`src/rtl/psc_pkg.sv`:
```
package psc_pkg;

   localparam int MAX_N_DEFAULT = 65536;
   localparam int LIMIT_W       = 17;
   localparam int COUNT_W       = 17;

endpackage

```
`src/rtl/psc_ctrl.sv`:
```
module psc_ctrl #(
   parameter int MAX_N = psc_pkg::MAX_N_DEFAULT,
   parameter int AW    = $clog2(MAX_N + 1)
) (
   input  logic                         clock,
   input  logic                         reset,
   input  logic                         start,
   input  logic [psc_pkg::LIMIT_W-1:0]  req_limit,
   output logic                         busy,
   output logic                         rsp_valid,
   output logic [psc_pkg::COUNT_W-1:0]  rsp_prime_count,
   output logic                         mem_wr_en,
   output logic [AW-1:0]                mem_wr_addr,
   output logic                         mem_wr_data,
   output logic [AW-1:0]                mem_rd_addr,
   input  logic                         mem_rd_data
);

   import psc_pkg::*;

   localparam int CW = (AW + 1 > LIMIT_W) ? AW + 1 : LIMIT_W;

   typedef enum logic [2:0] {
      S_INIT,
      S_IDLE,
      S_BASE,
      S_BASE_CHK,
      S_MARK,
      S_COUNT
   } state_type;

   state_type            state_ff, state_in;
   logic [AW-1:0]        n_ff, n_in;
   logic [AW-1:0]        b_ff, b_in;
   logic [AW:0]          sq_ff, sq_in;
   logic [AW:0]          m_ff, m_in;
   logic [AW:0]          addr_ff, addr_in;
   logic [COUNT_W-1:0]   cnt_ff, cnt_in;
   logic                 pend_ff, pend_in;
   logic                 rsp_valid_ff, rsp_valid_in;
   logic [COUNT_W-1:0]   rsp_count_ff, rsp_count_in;
   logic [AW:0]          n_ext;
   logic [AW:0]          sq_next;

   assign n_ext   = {1'b0, n_ff};
   // (b+1)^2 = b^2 + 2b + 1
   assign sq_next = sq_ff + {b_ff, 1'b1};

   always_comb begin
      state_in     = state_ff;
      n_in         = n_ff;
      b_in         = b_ff;
      sq_in        = sq_ff;
      m_in         = m_ff;
      addr_in      = addr_ff;
      cnt_in       = cnt_ff;
      pend_in      = pend_ff;
      rsp_valid_in = 1'b0;
      rsp_count_in = rsp_count_ff;
      mem_wr_en    = 1'b0;
      mem_wr_addr  = '0;
      mem_wr_data  = 1'b0;
      mem_rd_addr  = '0;
      case (state_ff)
         S_INIT: begin
            // one full sweep after reset; each request leaves the store clear again
            mem_wr_en   = 1'b1;
            mem_wr_addr = addr_ff[AW-1:0];
            if (addr_ff == (AW+1)'(MAX_N)) begin
               state_in = S_IDLE;
            end else begin
               addr_in = addr_ff + 1'b1;
            end
         end
         S_IDLE: begin
            if (start) begin
               if (CW'(req_limit) > CW'(MAX_N)) begin
                  n_in = AW'(MAX_N);
               end else begin
                  n_in = AW'(req_limit);
               end
               b_in     = AW'(2);
               sq_in    = (AW+1)'(4);
               state_in = S_BASE;
            end
         end
         S_BASE: begin
            if (sq_ff <= n_ext) begin
               mem_rd_addr = b_ff;
               state_in    = S_BASE_CHK;
            end else begin
               addr_in  = (AW+1)'(2);
               cnt_in   = '0;
               pend_in  = 1'b0;
               state_in = S_COUNT;
            end
         end
         S_BASE_CHK: begin
            if (!mem_rd_data) begin
               m_in     = sq_ff;
               state_in = S_MARK;
            end else begin
               b_in     = b_ff + 1'b1;
               sq_in    = sq_next;
               state_in = S_BASE;
            end
         end
         S_MARK: begin
            if (m_ff <= n_ext) begin
               mem_wr_en   = 1'b1;
               mem_wr_addr = m_ff[AW-1:0];
               mem_wr_data = 1'b1;
               m_in        = m_ff + {1'b0, b_ff};
            end else begin
               b_in     = b_ff + 1'b1;
               sq_in    = sq_next;
               state_in = S_BASE;
            end
         end
         S_COUNT: begin
            // read each entry and clear it behind the read
            if (pend_ff && !mem_rd_data) begin
               cnt_in = cnt_ff + 1'b1;
            end
            if (addr_ff <= n_ext) begin
               mem_rd_addr = addr_ff[AW-1:0];
               mem_wr_en   = 1'b1;
               mem_wr_addr = addr_ff[AW-1:0];
               addr_in     = addr_ff + 1'b1;
               pend_in     = 1'b1;
            end else begin
               pend_in = 1'b0;
               if (!pend_ff) begin
                  rsp_valid_in = 1'b1;
                  rsp_count_in = cnt_ff;
                  state_in     = S_IDLE;
               end
            end
         end
         default: begin
            state_in = S_INIT;
            addr_in  = '0;
         end
      endcase
   end

   always_ff @(posedge clock) begin
      if (reset) begin
         state_ff     <= S_INIT;
         addr_ff      <= '0;
         pend_ff      <= 1'b0;
         rsp_valid_ff <= 1'b0;
      end else begin
         state_ff     <= state_in;
         addr_ff      <= addr_in;
         pend_ff      <= pend_in;
         rsp_valid_ff <= rsp_valid_in;
      end
      n_ff         <= n_in;
      b_ff         <= b_in;
      sq_ff        <= sq_in;
      m_ff         <= m_in;
      cnt_ff       <= cnt_in;
      rsp_count_ff <= rsp_count_in;
   end

   assign busy            = (state_ff != S_IDLE);
   assign rsp_valid       = rsp_valid_ff;
   assign rsp_prime_count = rsp_count_ff;

`ifndef ASSERT_OFF
   a_mark_in_range: assert property (@(posedge clock) disable iff (reset)
      (state_ff == S_MARK && mem_wr_en) |-> (mem_wr_data && m_ff <= n_ext))
      else $error("mark write outside 0..n");

   a_single_strobe: assert property (@(posedge clock) disable iff (reset)
      rsp_valid_ff |=> !rsp_valid_ff)
      else $error("result strobe longer than one cycle");

   a_accept_busy: assert property (@(posedge clock) disable iff (reset)
      (start && !busy) |=> busy)
      else $error("accepted item did not raise busy");

   a_result_from_count: assert property (@(posedge clock) disable iff (reset)
      rsp_valid_ff |-> ($past(state_ff) == S_COUNT && state_ff == S_IDLE))
      else $error("result not issued at end of counting pass");

   a_check_after_read: assert property (@(posedge clock) disable iff (reset)
      (state_ff == S_BASE_CHK) |-> ($past(state_ff) == S_BASE))
      else $error("base check without a preceding read");
`endif

endmodule
```
`config.mk`:
```
export PLATFORM = sky130hd
export DESIGN_NAME = psc_ctrl
export DESIGN_NICKNAME = d
export VERILOG_FILES = /design/src/rtl/psc_pkg.sv /design/src/rtl/psc_ctrl.sv
export SDC_FILE = /design/constraint.sdc
export NUM_CORES = 1
export LEC_CHECK = 0
export BUFFER_PORTS_ARGS = -buffer_cell sky130_fd_sc_hd__buf_4
export CORE_MARGIN = 2
export CORE_UTILIZATION = 40
export DETAILED_ROUTE_END_ITERATION = 12
export PLACE_DENSITY = 0.62
export REMOVE_ABC_BUFFERS = 1
export SLEW_MARGIN = 20
export SYNTH_ARGS = -nofsm -noshare
export SYNTH_HDL_FRONTEND = slang
export SYNTH_SLANG_ARGS = --single-unit
export TNS_END_PERCENT = 50
```
`constraint.sdc`:
```
create_clock -name clock -period 10.65 [get_ports clock]
set_input_delay 0.5325 -clock clock [delete_from_list [all_inputs] [get_ports clock]]
set_output_delay 0.5325 -clock clock [all_outputs]
set_load 0.02 [all_outputs]
```
==> results of run 1 <==
routing by layer:
metal / part of all wire / global-route usage / wire length, µm / vias to the layer above
met4: 0.036 / 0.0903 / 901 / 0
met1: 0.43 / 0.284 / 10700 / 3479
met5: 0 / 0 / 0 / -
li1: - / - / - / 3459
met2: 0.48 / 0.375 / 12000 / 217
met3: 0.053 / 0.0368 / 1310 / 46
path summary, 6_finish.rpt:
kind                            cells after the start  slack [ns]  startpoint                 end
worst min register to register                      0        0.49   cnt_ff[1]  rsp_prime_count[1]
worst max-delay path                                9        6.38  addr_ff[3]      mem_rd_addr[3]
worst max register to register                      8        7.17     m_ff[3]            m_ff[14]
worst min-delay path                                2        0.35       reset         state_ff[0]
report_power, final:
group / switching, mW / total (mW) / internal (mW) / leakage (nW)
logic: 0.0300 / 0.0555 / 0.0255 / 2.60
registers: 0.0126 / 0.547 / 0.535 / 1.12
clock network: 0.259 / 0.593 / 0.334 / 0.291
total: 0.301 / 1.20 / 0.895 / 4.01
per-stage QoR:
| stage | setup WS (ns) | util | total power, mW | hold slack [ns] |
|---|---|---|---|---|
| detailed placement | 6.77 | 0.444 | 0.611 | 0.471 |
| global route | 6.19 | 0.472 | 1.22 | 0.346 |
| floorplan | 6.14 | - | 0.584 | 0.442 |
| finish | 6.38 | 0.472 | 1.20 | 0.352 |
| global placement | 6.72 | 0.444 | 0.613 | 0.472 |
| CTS | 6.29 | 0.471 | 1.20 | 0.334 |
placed cells by master, fill, tap and decap left out, drive strengths merged, types with 23 or more instances in the layout:
| cell type | instances |
|---|---|
| ha | 88 |
| o21ai | 40 |
| nand2 | 65 |
| edfxtp | 104 |
| dfxtp | 23 |
| nand3 | 32 |
| a31oi | 32 |
| nor2 | 81 |
| buf | 84 |
| nor2b | 28 |
| xor2 | 30 |
| inv | 46 |
| a22o | 35 |
| a21oi | 47 |
logic make-up after synthesis:
kind of cell | count (synthesis) | share of synthesized area
DFF | 127 | 0.411
AOI/OAI and AO/OA | 232 | 0.193
muxes | 5 | 0.00602
xor gates and xnor gates | 48 | 0.0482
buffers and inverters | 68 | 0.0327
adders and majority gates | 90 | 0.131
and+or+nand+nor | 308 | 0.179
sequential cells by signal, indices dropped and copies added (netlist names):
signal	cells
addr_ff	18
m_ff	18
sq_ff	18
b_ff	17
cnt_ff	17
n_ff	17
rsp_prime_count	17
state_ff	3
pend_ff	1
rsp_valid	1
final cells by class:
type | instances | area share
clock buffer | 17 | 0.0417
multi-input combinational | 683 | 0.481
tap | 280 | 0.0344
timing repair buffer | 84 | 0.0618
sequential | 127 | 0.351
clock inverter | 15 | 0.0163
inverter | 36 | 0.0132
==> key figures, run 1 <==
Outcome
  – Status: completed

Critical path
  – Crit path buf inv count: 2
  – Startpoint types: flip-flop
  – Crit-path most repeated cell: buf_4
  – Slowest cell on the critical path: nor2b_1
  – Crit path max-delay family: compound AO/OA/AOI/OAI gates
  – Crit Path Class: flip-flop to output pin
  – Critical path required time: just over 10 ns
  – Setup crit end kind: output pin
  – Worst path cell trace: ha_1 > a211oi_1 > o21bai_1 > o32a_1 > o21ai_2 > nor2b_1 > buf_4 > a22o_1 > buf_4
  – CP max FO: 10
  – Slowest cell delay on critical path: about 0.77 ns
  – Arr. time, crit path: around 3.7 ns

Route
  – 1st-iter DRT viols: slightly below 600
  – # DRC: 0
  – Routed vias/inst: about 5.8
  – Wire length per cell: 20.0 µm
  – DRT antenna net count: 0
  – First drt pass iteration count: 5
  – Via count: 7201
  – Routed WL: roughly 25 mm

Layout
  – Cell area after layout: between 10000 and 15000 µm²
  – Filler instances: just over 2000
  – Area of the multi-input gates: around 4900 µm²
  – Antenna Cells: 0
  – Layout cells sized above 1: 0.158
  – Layout Area Growth over Synthesis: 16.9%
  – Sequential cell area: 3580 µm²
  – Finished Layout Cells: roughly 1200
  – Nets: 1060

Clock network
  – Clk root buf: clkbuf_16
  – Max Root-Sink Buffers: 2
  – CTS tree: yes
  – Clk Latency, worst-skew pair: ~0.43 ns
  – H-Tree Depth: 4
  – Cts hold-fix bufs: 0
  – Post-CTS Setup Bufs: 0
  – Resized cells post-CTS: 0
  – CTS buffer count: 17
  – # clock sinks: ~130
  – Clock slew seen by the registers of the worst setup and hold paths: about 0.070 ns

STA
  – Period minus WS final: approximately 4.3 ns
  – Slew headroom: 0.379
  – Max Clk Rate: ~0.23 GHz
  – Final Hold Viols: 0
  – Total negative setup slack: 0 ns
  – Post-Route Skew: approximately 0.014 ns
  – Final setup viols: 0
  – Worst Tran Pin Value: 0.928 ns
  – Slew Viols, Final: 0
  – Period utilization: 0.401
  – RSZ-0062 raised after global routing: no

Synthesis
  – Syn avg cell area: roughly 10 µm²
  – Synth cell count leaders: edfxtp_1, ha_1, nor2_1
  – Yosys top cell area share: 0.358
  – Sequential share of the synthesized area: 0.411
  – YS warnings: 0
  – Synth Cell Area: just under 9000 µm²
  – Ranking of synthesized cells by area: edfxtp_1, ha_1, dfxtp_1, a22o_1, nor2_1
  – FF+latch count, synth: 127
  – Cell taking the most area after synthesis: edfxtp_1
  – Ys flop type: edfxtp_1
  – Synth unique cells: 70
  – Number of flops mapped to enable cells by yosys: between 100 and 150
  – Cell count after synthesis: slightly below 900
  – FFs w/ async S/R, synth: 0
  – Most numerous cell in the Yosys netlist: edfxtp_1

Die
  – Die Width: 152 µm
  – Starting Density: 0.404
  – Core Region: about 22000 µm²
  – Die area: roughly 23000 µm²
  – Die Ht: 152 µm
  – Top Ports: 76
  – Number of cell rows: 54

Power
  – P_leak: about 4 nW
  – Maximum vdd ir drop: a little under 0.1 mV
  – Power per cell area: between 100 and 150 nW/µm²

Global routing
  – Initial antenna violation count: 0
  – Largest net degree at the start of global routing: 37
  – Number of global-route vias before repair: about 6800
  – Global Route Usage Sum: 0.222
  – First-pass GRT wire length: between 30 and 40 mm
  – Total grt overflow: 0

Run
  – Max-cap viol count: 0

Placement
  – Placed insts: between 1000 and 1500
  – DP Area: approximately 9600 µm²
  – Final GP Congestion: slightly above 0.9
  – Detailed Place HPWL: between 15 and 20 mm
  – Port Buf Inserts: between 70 and 80

Hold path
  – Hold Crit Class: input port to flip-flop
Note: power is estimated with default switching activity, not from simulation.
==> run 2, diff against run 1 <==
Clock period 10.65 ns to 4 ns, I/O delays scaled along.
==> key figures, run 2 (synthesized netlist as in run 1, its figures left out) <==
Clock network
  – H-Tree Depth: 4 (unchanged)
  – CTS buffer count: 17 (unchanged)
  – Max Root-Sink Buffers: 2 (unchanged)
  – Clock slew seen by the registers of the worst setup and hold paths: 0.06 ns (about the same)
  – Resized cells post-CTS: 0 (unchanged)
  – Post-CTS Setup Bufs: 0 (unchanged)
  – Clk root buf: clkbuf_16
  – CTS tree: yes
  – Clk Latency, worst-skew pair: 0.42 ns (about the same)
  – # clock sinks: 127 (unchanged)

Route
  – 1st-iter DRT viols: 456 (-21%)
  – Met1 wire length: 10.5 mm (-2.2%)
  – Routed WL: 23.7 mm (-4.8%)
  – Top routing layer used: met4
  – Routed met2 length: 11.2 mm (-6.4%)
  – Wire length per cell: 18.9 µm (-5.4%)
  – # DRC: 0 (unchanged)
  – Via count: 7140 (-0.85%)
  – Routed vias/inst: 5.71 (-1.5%)
  – First drt pass iteration count: 5 (unchanged)
  – DRT antenna net count: 0 (unchanged)
  – DR WL met3: 982 µm (-25%)

STA
  – Slew headroom: 0.293 (-0.0855)
  – Final Hold Viols: 0 (unchanged)
  – Period utilization: 0.919
  – Period minus WS final: 3.67 ns
  – Max Clk Rate: 0.272 GHz
  – WHS: 0.0247 ns (-0.327 ns)
  – RSZ-0062 raised after global routing: no
  – Slew Viols, Final: 0 (unchanged)
  – Post-Route Skew: 0.0143 ns (+0.0000570 ns)
  – Final setup viols: 0 (unchanged)
  – Setup ws final: 0.325 ns (-6.06 ns)
  – Worst Tran Pin Value: 1.06 ns (+0.132 ns)

Power
  – Maximum vdd ir drop: 0.268 mV (+170%)
  – P_leak: 4.03 nW (+0.45%)
  – Pwr Total: 3.14 mW (+160%)
  – Power per cell area: 307 nW/µm² (+160%)

Critical path
  – Slowest cell delay on critical path: 0.56 ns (-0.21 ns)
  – Setup crit end kind: output pin
  – Startpoint types: flip-flop
  – Critical path required time: 3.80 ns (-6.32 ns)
  – Slowest cell on the critical path: dfxtp_1
  – CP max FO: 12 (+2)
  – Crit path buf inv count: 2 (unchanged)
  – Worst path cell trace: ha_1 > a211oi_1 > o21bai_1 > o32a_1 > o21ai_2 > nand2_1 > a21oi_2 > buf_4 > a22o_1 > buf_4
  – Arr. time, crit path: 3.47 ns (-0.26 ns)
  – Crit Path Class: flip-flop to output pin
  – Crit path max-delay family: compound AO/OA/AOI/OAI gates
  – Crit-path most repeated cell: buf_4

Global routing
  – Initial antenna violation count: 0 (unchanged)
  – Total grt overflow: 0 (unchanged)
  – Global Route Usage Sum: 0.211 (-0.0115)
  – First-pass GRT wire length: 36.7 mm (-4.7%)
  – Number of global-route vias before repair: 6870 (+0.70%)
  – Largest net degree at the start of global routing: 36 (-2.7%)

Layout
  – Finished Layout Cells: 1250 (+0.64%)
  – Layout cells sized above 1: 0.163 (+0.00488)
  – Antenna Cells: 0 (unchanged)
  – Layout Area Growth over Synthesis: 17.2%
  – Commonest non-fill, non-tap cells in the layout: edfxtp_1, buf_4, ha_1, nor2_1, nand2_1
  – Largest regs: addr_ff (18), m_ff (18), sq_ff (18)
  – Filler instances: 2082 (+1.7%)
  – Nets: 1068 (+0.75%)
  – Commonest non-fill, non-tap cell in the layout: edfxtp_1
  – Core Util, Final: 0.473 (+0.00110)

Placement
  – Final GP Congestion: 0.869 (-6.9%)
  – Port Buf Inserts: 75 (unchanged)
  – Placed insts: 1217 (+0.58%)
  – Detailed Place HPWL: 17.6 mm (-4.0%)
  – Setup WS pre-CTS: 0.805 ns (-5.96 ns)

Die
  – Starting Density: 0.404 (unchanged)
  – Die Ht: 152 µm (unchanged)
  – Die Width: 152 µm (unchanged)
  – Core Region: 21600 µm² (unchanged)
  – Die area: 23000 µm² (unchanged)
  – Number of cell rows: 54 (unchanged)
  – Top Ports: 76 (unchanged)

Run
  – Max-cap viol count: 0 (unchanged)

Outcome
  – Status: completed

Hold path
  – Hold Crit Class: input port to flip-flop
[run 2: cell types whose count changed in the layout (fill, tap and decap cells not counted)]
cell / previous run / this run
buf_4: 84 / 91
inv_8: 6 / 2
inv_6: 4 / 7
a21oi_2: 1 / 3
a21oi_4: 2 / 0
clkinv_2: 0 / 2
clkinv_4: 3 / 1
clkinvlp_4: 1 / 2
dlygate4sd3_1: 0 / 1
nor3b_1: 3 / 4
nor3b_2: 1 / 0
[run 2: layout make-up]
cell class              count  area, µm²  area share
clock inverters            15        148      0.0144
repair buffers             92        693      0.0678
well taps                 280        350      0.0343
clock buffers              17        425      0.0416
multi-input cells         683       4890       0.478
flip-flops and latches    127       3580       0.351
inverters                  36        135      0.0132
[run 2: per-stage QoR]
stage               setup TNS (ns)  cell area (µm²)
global route                     0            10200
detailed placement               0             9640
floorplan                   -17.83             8570
finish                           0            10200
CTS                              0            10200
global placement                 0             9640
[run 2: metal layers]
metal  global-route usage  vias to the layer above
li1                     -                     3474
met5                    0                        -
met3               0.0350                       48
met1                0.269                     3445
met2                0.345                      173
met4                0.108                        0
[run 2: what timing repair did]
action / CTS / global route
endpoints found under the setup margin: 0 / 0
hold buffers: 1 / 0
endpoints found under the hold margin: 1 / 0
[run 2: worst register-to-register path: stages, from the launching register on]
cell	delay [ns]
edfxtp_1	0.49
ha_1	0.38
nor2b_1	0.17
o31ai_2	0.32
a211oi_1	0.21
o41ai_1	0.48
a21oi_1	0.18
a31oi_1	0.24
mux2_2	0.35
[run 2: path summary, 6_finish.rpt]
check	from	endpoint	slack (ns)	depth (start not counted)
worst min-delay path	reset	state_ff[0]	0.02	2
worst max register to register	b_ff[1]	sq_ff[16]	0.95	8
worst min register to register	cnt_ff[1]	rsp_prime_count[1]	0.49	0
worst max-delay path	addr_ff[3]	mem_wr_addr[8]	0.33	10
[run 2: power breakdown]
part	leakage, nW	switching [mW]	internal, mW
Clock	0.280	0.663	0.876
Combinational	2.63	0.0730	0.0684
Sequential	1.12	0.0372	1.42
==> run 3, diff against run 2 <==
Settings changed: CORE_UTILIZATION 40 to 28, PLACE_DENSITY 0.62 to 0.49.
==> key figures, run 3 (synthesized netlist as in run 1, its figures left out) <==
Outcome
  – Status: completed

Clock network
  – H-Tree Depth: 4 (unchanged)
  – Clock slew seen by the registers of the worst setup and hold paths: 0.06 ns (about the same)
  – Max Root-Sink Buffers: 2 (unchanged)
  – Resized cells post-CTS: 0 (unchanged)
  – Clk Latency, worst-skew pair: 0.43 ns (about the same)
  – CTS buffer count: 17 (unchanged)
  – CTS tree: yes
  – # clock sinks: 127 (unchanged)
  – Clk root buf: clkbuf_16
  – Cts hold-fix bufs: 1 (unchanged)
  – Post-CTS Setup Bufs: 0 (unchanged)

Placement
  – Setup WS pre-CTS: 0.642 ns (-0.163 ns)
  – Placed insts: 1332 (+9.4%)
  – DP Area: 9790 µm² (+1.5%)
  – Final GP Congestion: 0.830 (-4.5%)
  – Port Buf Inserts: 75 (unchanged)
  – Detailed Place HPWL: 20.0 mm (+14%)

STA
  – Final Hold Viols: 0 (unchanged)
  – Total negative setup slack: 0 ns (unchanged)
  – Slew headroom: 0.272 (-0.0217)
  – Period utilization: 0.922 (+0.00295)
  – WHS: 0.0465 ns (+0.0219 ns)
  – Period minus WS final: 3.69 ns (+0.0118 ns)
  – Post-Route Skew: 0.0124 ns (-0.00189 ns)
  – Setup ws final: 0.314 ns (-0.0118 ns)
  – Worst Tran Pin Value: 1.09 ns (+0.0326 ns)
  – Final setup viols: 0 (unchanged)
  – Max Clk Rate: 0.271 GHz (-0.32%)
  – Slew Viols, Final: 0 (unchanged)
  – RSZ-0062 raised after global routing: no

Critical path
  – Slowest cell on the critical path: dfxtp_1
  – Reg-to-reg startpoint: b_ff[1]
  – CP max FO: 18 (+6)
  – Crit path max-delay family: compound AO/OA/AOI/OAI gates
  – Startpoint types: flip-flop
  – RR Endpoint: sq_ff[16]
  – Worst path cell trace: ha_1 > a211oi_1 > o21bai_1 > o32a_1 > o21ai_2 > nand2_1 > a21oi_2 > buf_4 > a22o_1 > buf_4
  – Crit-path most repeated cell: buf_4
  – Setup crit end kind: output pin
  – Arr. time, crit path: 3.49 ns (+0.02 ns)
  – Reg2Reg Setup Slack: 0.62 ns (-0.33 ns)
  – Critical path required time: 3.80 ns (about the same)
  – Crit Path Class: flip-flop to output pin
  – R2r worst-path depth: 8 (unchanged)
  – Slowest cell delay on critical path: 0.63 ns (+0.07 ns)
  – Crit path buf inv count: 2 (unchanged)

Route
  – DRT antenna net count: 0 (unchanged)
  – 1st-iter DRT viols: 403 (-12%)
  – Wire length per cell: 19.7 µm (+3.9%)
  – Via count: 7166 (+0.36%)
  – # DRC: 0 (unchanged)
  – Routed WL: 26.9 mm (+13%)
  – First drt pass iteration count: 5 (unchanged)
  – Routed vias/inst: 5.25 (-8.1%)

Layout
  – Filler instances: 3106 (+49%)
  – Commonest non-fill, non-tap cells in the layout: edfxtp_1, buf_4, ha_1, nor2_1, nand2_1
  – Sequential cell area: 3580 µm² (unchanged)
  – Layout cells sized above 1: 0.163 (+0.000168)
  – Commonest non-fill, non-tap cell in the layout: edfxtp_1
  – Finished Layout Cells: 1365 (+9.2%)
  – Area of the multi-input gates: 4900 µm² (+0.36%)
  – Cell area after layout: 10400 µm² (+1.6%)
  – Nets: 1067 (-0.094%)
  – Antenna Cells: 0 (unchanged)
  – Core Util, Final: 0.339 (-0.134)
  – Layout Area Growth over Synthesis: 19.1%
  – Largest regs: addr_ff (18), m_ff (18), sq_ff (18)

Die
  – Top Ports: 76 (unchanged)
  – Number of cell rows: 64 (+19%)
  – Core Region: 30700 µm² (+42%)
  – Die area: 32600 µm² (+42%)
  – Die Ht: 181 µm (+19%)
  – Starting Density: 0.284 (-0.119)
  – Die Width: 181 µm (+19%)

Global routing
  – First-pass GRT wire length: 41.2 mm (+12%)
  – Initial antenna violation count: 0 (unchanged)
  – Largest net degree at the start of global routing: 37 (+2.8%)
  – Global Route Usage Sum: 0.165 (-0.0459)
  – Number of global-route vias before repair: 7036 (+2.4%)
  – Total grt overflow: 0 (unchanged)

Hold path
  – WHS Path Cells: 1 (-1)
  – Hold Crit Class: input port to flip-flop
  – Hold Path End: n_ff[16]
  – Hold Startpoint: req_limit[16]

Power
  – Maximum vdd ir drop: 0.275 mV (+2.4%)
  – Pwr Total: 3.22 mW (+2.6%)
  – Power per cell area: 310 nW/µm² (+0.93%)
  – P_leak: 4.03 nW (about the same)

Run
  – Max-cap viol count: 0 (unchanged)
## run 3: area by class of cell
type / count / area share
inverter: 36 / 0.0130
clock inverter: 15 / 0.0154
multi-input combinational: 683 / 0.472
timing repair buffer: 91 / 0.0660
clock buffer: 17 / 0.0409
tap: 396 / 0.0477
sequential: 127 / 0.345
## run 3: layer usage
| layer | GRT usage | up-vias | share of wire |
|---|---|---|---|
| li1 | - | 3482 | - |
| met1 | 0.208 | 3507 | 0.45 |
| met2 | 0.286 | 152 | 0.49 |
| met3 | 0.0247 | 25 | 0.029 |
| met4 | 0.0600 | 0 | 0.024 |
| met5 | 0 | - | 0 |
## run 3: report_power, final
group	switching (mW)	total [mW]	internal, mW	leakage, nW
Combinational	0.101	0.176	0.0744	2.63
Clock	0.709	1.60	0.887	0.284
Sequential	0.0268	1.45	1.42	1.12
## run 3: worst reg2reg max path: stages (launching register included)
cell and delay (ns):
edfxtp_1 0.52, ha_1 0.41, nor2b_1 0.18, o31ai_2 0.34, a211oi_1 0.23, o41ai_1 0.59, a21oi_1 0.23, a31oi_1 0.26
mux2_2 0.37
## run 3: worst max-delay path by stage
stage | start | end | slack [ns] | cells after the start
after global routing | addr_ff[3] | mem_wr_addr[3] | 0.14 | 10
after floorplan | m_ff[9] | b_ff[0] | -0.51 | 7
final | addr_ff[3] | mem_wr_addr[3] | 0.31 | 10
after detailed placement | sq_ff[16] | mem_rd_addr[1] | 0.64 | 9
after CTS | sq_ff[16] | mem_rd_addr[1] | 0.18 | 9
after global placement | b_ff[1] | sq_ff[16] | 0.69 | 8
